### config.mk
export PLATFORM = sky130hd
export DESIGN_NAME = svm_ctrl
export DESIGN_NICKNAME = d
export VERILOG_FILES = /design/src/svm_pkg.sv /design/src/svm_ctrl.sv
export SDC_FILE = /design/constraint.sdc
export NUM_CORES = 1
export LEC_CHECK = 0
export ABC_AREA = 1
export ABC_CLOCK_PERIOD_IN_PS = 1100
export BUFFER_PORTS_ARGS = -buffer_cell sky130_fd_sc_hd__buf_4
export CAP_MARGIN = 20
export CORE_AREA = 4 4 41 43
export DETAILED_ROUTE_END_ITERATION = 12
export DIE_AREA = 0 0 45 47
export PLACE_DENSITY = 0.59
export SLEW_MARGIN = 20
export SYNTH_ARGS = -nofsm -noshare
export SYNTH_HDL_FRONTEND = slang
export SYNTH_SLANG_ARGS = --single-unit
### constraint.sdc
create_clock -name clk -period 1.1 [get_ports clk]
set_input_delay 0.33 -clock clk [delete_from_list [all_inputs] [get_ports clk]]
set_output_delay 0.33 -clock clk [all_outputs]
set_load 0.1 [all_outputs]
### src/svm_pkg.sv
`default_nettype none
package svm_pkg;
	typedef struct packed {
		logic [7:0] req_type;
		logic signed [31:0] operand_first;
		logic signed [31:0] operand_second;
	} req_t;

	typedef struct packed {
		logic signed [31:0] top_value;
		logic signed [31:0] popped_value;
		logic [8:0] stack_level;
		logic signed [31:0] next_ip;
		logic halted;
		logic [2:0] status;
	} rsp_t;

	typedef enum logic [2:0] {
		ST_OK = 3'd0,
		ST_OVERFLOW = 3'd1,
		ST_UNDERFLOW = 3'd2,
		ST_DIV_ZERO = 3'd3,
		ST_BAD_REG = 3'd4,
		ST_BAD_OP = 3'd5
	} status_t;

	localparam logic [7:0] OP_HLT = 8'd0;
	localparam logic [7:0] OP_PSH = 8'd1;
	localparam logic [7:0] OP_POP = 8'd2;
	localparam logic [7:0] OP_ADD = 8'd3;
	localparam logic [7:0] OP_MUL = 8'd4;
	localparam logic [7:0] OP_DIV = 8'd5;
	localparam logic [7:0] OP_SUB = 8'd6;
	localparam logic [7:0] OP_MOV = 8'd7;
	localparam logic [7:0] OP_SET = 8'd8;
	localparam logic [7:0] OP_NOP = 8'd9;

	localparam logic [2:0] REG_A = 3'd0;
	localparam logic [2:0] REG_B = 3'd1;
	localparam logic [2:0] REG_C = 3'd2;
	localparam logic [2:0] REG_IP = 3'd6;
	localparam logic [2:0] REG_SP = 3'd7;

	typedef enum logic [3:0] {
		S_IDLE,
		S_CHECK,
		S_CLEAR,
		S_RDA,
		S_RDB,
		S_EXEC,
		S_DIV,
		S_WRITE,
		S_TOP,
		S_RESP
	} state_t;

	typedef struct packed {
		logic load;
		logic check;
		logic clr_step;
		logic rd_a;
		logic rd_b;
		logic exec;
		logic div_start;
		logic commit;
		logic rd_top;
		logic make_rsp;
	} cmd_t;

	typedef struct packed {
		logic clr_done;
		logic err;
		logic halted;
		logic is_arith;
		logic is_div;
		logic div_busy;
	} sts_t;
endpackage
`default_nettype wire

### src/svm_ctrl.sv
`default_nettype none
module svm_ctrl (
	input  wire logic clk,
	input  wire logic arst_n,
	input  wire logic in_valid,
	output logic in_ready,
	output logic out_valid,
	input  wire logic out_ready,
	input  wire svm_pkg::sts_t sts,
	output svm_pkg::cmd_t cmd
);
	svm_pkg::state_t state_q, state_d;

	always_ff @(posedge clk or negedge arst_n) begin
		if (!arst_n) begin
			state_q <= svm_pkg::S_CLEAR;
			out_valid <= 1'b0;
		end else begin
			state_q <= state_d;
			if (cmd.make_rsp) begin
				out_valid <= 1'b1;
			end else if (out_ready) begin
				out_valid <= 1'b0;
			end
		end
	end

	assign in_ready = state_q == svm_pkg::S_IDLE;

	always_comb begin
		state_d = state_q;
		cmd = '0;
		unique case (state_q)
			svm_pkg::S_CLEAR: begin
				cmd.clr_step = 1'b1;
				if (sts.clr_done) begin
					state_d = svm_pkg::S_IDLE;
				end
			end
			svm_pkg::S_IDLE: begin
				if (in_valid) begin
					cmd.load = 1'b1;
					state_d = svm_pkg::S_CHECK;
				end
			end
			svm_pkg::S_CHECK: begin
				cmd.check = 1'b1;
				if (sts.halted || sts.err) begin
					state_d = svm_pkg::S_TOP;
				end else if (sts.is_arith) begin
					cmd.rd_a = 1'b1;
					state_d = svm_pkg::S_RDA;
				end else begin
					state_d = svm_pkg::S_EXEC;
				end
			end
			svm_pkg::S_RDA: begin
				cmd.rd_b = 1'b1;
				state_d = svm_pkg::S_RDB;
			end
			svm_pkg::S_RDB: begin
				if (sts.is_div) begin
					cmd.div_start = 1'b1;
					state_d = svm_pkg::S_DIV;
				end else begin
					state_d = svm_pkg::S_EXEC;
				end
			end
			svm_pkg::S_DIV: begin
				if (!sts.div_busy) begin
					state_d = svm_pkg::S_EXEC;
				end
			end
			svm_pkg::S_EXEC: begin
				cmd.exec = 1'b1;
				state_d = svm_pkg::S_WRITE;
			end
			svm_pkg::S_WRITE: begin
				cmd.commit = 1'b1;
				state_d = svm_pkg::S_TOP;
			end
			svm_pkg::S_TOP: begin
				cmd.rd_top = 1'b1;
				state_d = svm_pkg::S_RESP;
			end
			svm_pkg::S_RESP: begin
				if (!out_valid || out_ready) begin
					cmd.make_rsp = 1'b1;
					state_d = svm_pkg::S_IDLE;
				end
			end
			default: state_d = svm_pkg::S_IDLE;
		endcase
	end

	assert property (@(posedge clk) disable iff (!arst_n)
		cmd.make_rsp |=> out_valid)
		else $error("response not presented");
	assert property (@(posedge clk) disable iff (!arst_n)
		(in_valid && in_ready) |=> !in_ready)
		else $error("second transaction taken while busy");
	assert property (@(posedge clk) disable iff (!arst_n)
		cmd.div_start |=> sts.div_busy)
		else $error("divider did not start");
endmodule
`default_nettype wire

==> metrics.cfg, run 1 <==
[logic_synthesis]
synthFlopType=dfrtp_1
ys.warnings.count=0
synth_top_area_share_pct=23.9
synth_area_sq_um=419
yosysTopAreaCell=dfrtp_1
synthCells=68
synth.area.mux_share_pct=0
synth_top_family_by_area=simple AND/OR/NAND/NOR gates
synth.distinct_cells=16
synth_area_leaders=dfrtp_1 24%, nor2_1 14%, nand2_1 13%
synth_xor_area_share_pct=0
synthAdderAreaFrac_pct=0
synthSimpleGateAreaFrac_pct=52.5
ys_seq_elements=5
synthArstFlopShare_pct=100
syn-num-nets=78
synth_compound_area_share_pct=5.67
synth.most_common_cell=nor2_1
synth-edff-count=0
synth-seq-area-share_pct=30.1
yosys-top-cells-count=16 x nor2_1, 14 x nand2_1, 9 x inv_1, 6 x nand3_1
synth_area_per_cell_sq_um=6.16

[power_and_ir_drop]
p_leak_uw=0.000577
total_power_uw=4140
irDropWorstVdd_v=0.00234
power_frac_comb_pct=84.6
p_int_uw=1840
swShare_pct=55.6
seq_power_share_pct=10.1
p_sw_uw=2300
p_per_area_mw_per_mm2=3500
clkPwrFrac_pct=5.3

[worst_setup_path]
cp-end-kind=primary output
r2r_cells=9
r2r_start=state_q[1]$_DFFE_PN1P_
start_kind=flip-flop
cp.required_ps=770
reg2reg_to=state_q[0]$_DFFE_PN0P_
critPathArrivalTime_ps=1420
crit_type=reg2out
crit_fanout=4
r2r_slack_ps=-410

[sta]
slew_violations=0
worst_pin_slew_ps=296
max_freq_mhz=571
finalCritPeriodShare_pct=159
fin_tns_setup_ps=-7920
relSlewSlack_pct=80.2
rsz0062_at_grt=true
fin_ws_ps=-652
hold_violations=0
setup_viol=16
finClkSkew_ps=2.20
period_needed_ps=1750

[cells_and_area]
finish.utilization_pct=91.1
fin_cells=144
layout.nets=140
n_antenna_cell=0
fillers=55
syn_to_final_growth_pct=183
multi_input_area_sq_um=359
final-seq-area_sq_um=130
stdcell_area_sq_mm=0.00118
final_layout_size_suffix_gt1_share_pct=73.6

[global_route]
antenna_found_initial=0
grt_pass1_vias=760
grt_max_degree=6
grt_overflow=0
grtUsageTotal_pct=21.7
grt_pass1_wl_um=3190

[cts]
clkLatencyLatePin_ps=250
cts_root_buf=clkbuf_4
ctsHtreeMaxLevel=1
cts_tree=built
cts.sink_count=5
numCtsBuffers=3
clockBufferDepth=2
path_clk_slew_ps=50

[placement]
placed_area_sq_um=830
gp_congestion=0.740
hpwl_um=1150
dpl.cell_count=124
io_buffers=21

[routing]
viasPerCell=5.02
ant_nets=0
wl_um=2270
drt_pass1_iterations=4
drt_iter0_markers=14
avgRoutedWirePerCell_um=15.7
drc=0
vias=723

[floorplan]
core-area_sq_mm=0.00130
start_util_pct=32.2
row_count=13
ioPinCount=22
die_area_sq_mm=0.00212
fp.dieW_um=45
fp.dieH_um=47

[worst_hold_path]
hold_class=in2reg
min-delay-start=out_ready
holdPathEnd=out_valid$_DFFE_PN0P_
hold_depth=2

[run_status]
run_status=finished with violations
violations=setup timing

[run]
maxCapViolations=0

## how the worst max path moves through the flow
stage / startpoint / end / slack, ps
after floorplan: state_q[2]$_DFFE_PN0P_ / cmd[6] / -1020
after global placement: state_q[1]$_DFFE_PN1P_ / cmd[3] / -440
after detailed placement: state_q[1]$_DFFE_PN1P_ / cmd[3] / -450
after CTS: state_q[2]$_DFFE_PN0P_ / cmd[6] / -620
after global routing: state_q[3]$_DFFE_PN0P_ / cmd[6] / -700
final: state_q[1]$_DFFE_PN1P_ / cmd[3] / -650
## sequential cells by signal, summed over array words and instances (netlist names)
signal and count:
state_q 4, out_valid 1
## power by group through the flow
stage / clock network, uW / registers, uW / logic, uW
finish: 220 / 418 / 3500
global route: 244 / 423 / 3640
CTS: 228 / 387 / 3120
detailed placement: 0 / 396 / 2470
global placement: 0 / 397 / 2460
floorplan: 0 / 487 / 1690
## metal layers
metal	track usage, %	vias up	routed length (um)	part of all wire, %
li1	-	334	-	-
met1	19.3	339	806	36
met2	39.8	37	1230	54
met3	4.98	13	110	4.9
met4	21.1	0	117	5.2
met5	0	-	0	0
## timing repair
item	4_1_cts	5_1_grt
resized for setup	41	13
endpoints found under the setup margin	16	17
hold buffers	1	0
setup buffers	10	6
pin swaps	9	9
hold endpoints to repair	4	0
## metrics by stage
step           worst slack [ps]  hold slack (ps)
6_report                   -652              282
5_1_grt                    -699              302
3_3_place_gp               -438              132
4_1_cts                    -618              286
3_5_place_dp               -452              134
2_1_floorplan             -1020             34.4
## worst max-delay path, cell delays in order (launching register included)
cell        delay [ps]
dfstp_2            600
nor2_4              60
inv_4              100
nor2_2              50
nand2_2             80
clkinvlp_4         100
buf_12             170
## logic make-up (layout without fill, tap and decap cells)
group                  after synthesis  after routing
AOI/OAI and AO/OA                    4              4
buffers and inverters               13             74
DFF                                  5              5
and+or+nand+nor                     46             46
## cells in the final DEF (no fill, tap or decap), types with 3 or more instances in the layout
master     n
buf_4     42
nand2_2    8
inv_1      6
nand3_1    6
dfrtp_2    3
nor3_4     3
inv_2      3
nand2_1    8
nor2_1     8
buf_12    12
clkbuf_4   3
nor2_2     3
nor2_4     8
## cell type report
cell class | instances | area share [%]
inverter | 13 | 5.17
clock buffer | 3 | 1.90
tap | 15 | 1.58
sequential | 5 | 11.0
multi-input combinational | 50 | 30.3
timing repair buffer | 57 | 49.6
clock inverter | 1 | 0.422
No activity file was read; power rests on OpenSTA's default activity.
==> run 2, diff against run 1 <==
--- a/config.mk
+++ b/config.mk
@@ -13,6 +13,7 @@
 export DETAILED_ROUTE_END_ITERATION = 12
 export DIE_AREA = 0 0 45 47
 export PLACE_DENSITY = 0.59
+export SKIP_CTS_REPAIR_TIMING = 1
 export SLEW_MARGIN = 20
 export SYNTH_ARGS = -nofsm -noshare
 export SYNTH_HDL_FRONTEND = slang
==> run 2 against run 1 <==
Compared with the run above: the run still ends with setup timing left; critical path depth unchanged; clock skew about the same; global-route usage decreased by 6.4 points; utilization decreased by 8.1 points; via count decreased by 16%; final area decreased by 8.9%; largest cell class unchanged.
==> metrics.cfg, run 2 (synthesis gave the netlist of run 1 again) <==
[placement]
dpl.cell_count=124  ; unchanged
gp_congestion=0.740  ; unchanged
io_buffers=21  ; unchanged
hpwl_um=1150  ; unchanged

[run_status]
run_status=finished with violations  ; unchanged
violations=setup timing  ; unchanged

[floorplan]
core-area_sq_mm=0.00130  ; unchanged
row_count=13  ; unchanged
die_area_sq_mm=0.00212  ; unchanged
fp.dieH_um=47  ; unchanged
start_util_pct=32.2  ; unchanged
ioPinCount=22  ; unchanged
fp.dieW_um=45  ; unchanged

[worst_setup_path]
cp-end-kind=primary output  ; unchanged
reg2reg_to=state_q[0]$_DFFE_PN0P_  ; unchanged
crit_slowest_cell=dfstp_2  ; unchanged
critPathArrivalTime_ps=1420  ; about the same
r2r_start=state_q[1]$_DFFE_PN1P_  ; unchanged
cp.required_ps=770  ; about the same
r2r_cells=8  ; was 9
start_kind=flip-flop  ; unchanged
crit_type=reg2out  ; unchanged
crit_chain=nor2_4 > inv_4 > nor2_2 > nand2_2 > clkinvlp_4 > buf_12  ; unchanged
slowest_delay_ps=610  ; was 600 ps
crit_fanout=4  ; unchanged
r2r_slack_ps=-310  ; was -410 ps

[global_route]
grt_pass1_vias=580  ; was 760
grtUsageTotal_pct=15.4  ; was 21.7%
grt_pass1_wl_um=2280  ; was 3190 um
grt_overflow=0  ; unchanged
grt_max_degree=6  ; unchanged
antenna_found_initial=0  ; unchanged

[routing]
drc=0  ; unchanged
avgRoutedWirePerCell_um=12.6  ; was 15.7 um
vias=605  ; was 723
drt_iter0_markers=2  ; was 14
ant_nets=0  ; unchanged
viasPerCell=4.55  ; was 5.02
wl_um=1680  ; was 2270 um
drt_pass1_iterations=4  ; unchanged

[sta]
rsz0062_at_grt=true  ; unchanged
max_freq_mhz=570  ; was 571 MHz
finClkSkew_ps=2.25  ; was 2.20 ps
finalCritPeriodShare_pct=159  ; about the same
relSlewSlack_pct=81.3  ; was 80.2%
slew_violations=0  ; unchanged
setup_viol=16  ; unchanged
hold_violations=0  ; unchanged
fin_ws_ps=-654  ; was -652 ps
period_needed_ps=1750  ; about the same
worst_pin_slew_ps=279  ; was 296 ps

[cells_and_area]
largest_reg_flops=4  ; unchanged
regMostFlops=state_q  ; unchanged
layout_commonest_cell=buf_4  ; unchanged
finish.utilization_pct=83.0  ; was 91.1%
n_antenna_cell=0  ; unchanged
fin_cells=133  ; was 144
final_cell_mix=32 x buf_4, 11 x buf_12, 9 x nor2_1, 9 x nand2_1, 8 x nor2_4  ; was 42 x buf_4, 12 x buf_12
final_layout_size_suffix_gt1_share_pct=68.6  ; was 73.6%
layout.nets=129  ; was 140
reg.largest.list=state_q: 4 flops, out_valid: 1 flops  ; unchanged
syn_to_final_growth_pct=158  ; was 183%

[cts]
path_clk_slew_ps=50  ; about the same
cts.sink_count=5  ; unchanged
clkLatencyLatePin_ps=250  ; about the same
numCtsBuffers=3  ; unchanged
clockBufferDepth=2  ; unchanged
cts_root_buf=clkbuf_4  ; unchanged
ctsHtreeMaxLevel=1  ; unchanged
cts_tree=built  ; unchanged

[worst_hold_path]
min-delay-start=out_ready  ; unchanged
hold_depth=2  ; unchanged
hold_class=in2reg  ; unchanged
holdPathEnd=out_valid$_DFFE_PN0P_  ; unchanged

[run]
maxCapViolations=0  ; unchanged

## run 2: changes by cell type in the layout (fill, tap and decap cells not counted), sizes merged
cell,before,now
buf,56,45
## run 2: metrics by stage
step / TNS (ps) / area (sq um) / setup WS, ps / hold slack (ps)
after floorplan: -9310 / 503 / -1020 / 34.4
after global placement: -5040 / 830 / -438 / 132
after detailed placement: -5130 / 830 / -452 / 134
after CTS: -8330 / 857 / -724 / -136
after global routing: -8310 / 1080 / -708 / 307
final: -7430 / 1080 / -654 / 292
## run 2: critical path, delay by kind of cell (launching register included)
family | cells | cell delay (ps)
AND/OR/NAND/NOR | 3 | 210
flip-flops | 1 | 610
buffers and inverters | 3 | 360
## run 2: worst max path at each step
stage                           startpoint  endpoint  slack, ps  cells after the start
floorplan           state_q[2]$_DFFE_PN0P_    cmd[6]      -1020                      5
CTS                 state_q[1]$_DFFE_PN1P_    cmd[3]       -720                      6
global placement    state_q[1]$_DFFE_PN1P_    cmd[3]       -440                      6
finish              state_q[1]$_DFFE_PN1P_    cmd[3]       -650                      6
detailed placement  state_q[1]$_DFFE_PN1P_    cmd[3]       -450                      6
global route        state_q[1]$_DFFE_PN1P_    cmd[3]       -710                      6
## run 2: cell type report
cell class	count	area [sq um]
Fill cell	87	221
Clock buffer	3	22.5
Multi-Input combinational cell	50	347
Tap cell	15	18.8
Timing Repair Buffer	46	493
Sequential cell	5	130
Inverter	13	63.8
Clock inverter	1	5.00
## run 2: layer usage
metal  vias up  GRT usage, %  wire [um]
met1       274          16.7        636
met3         6          2.30         59
met2        17          26.6        929
met4         0          12.3         51
met5         -             0          0
li1        308             -          -
Power of run 2 is not shown: default switching activity piles up to over one toggle a cycle in this logic, so the estimate is an artifact.
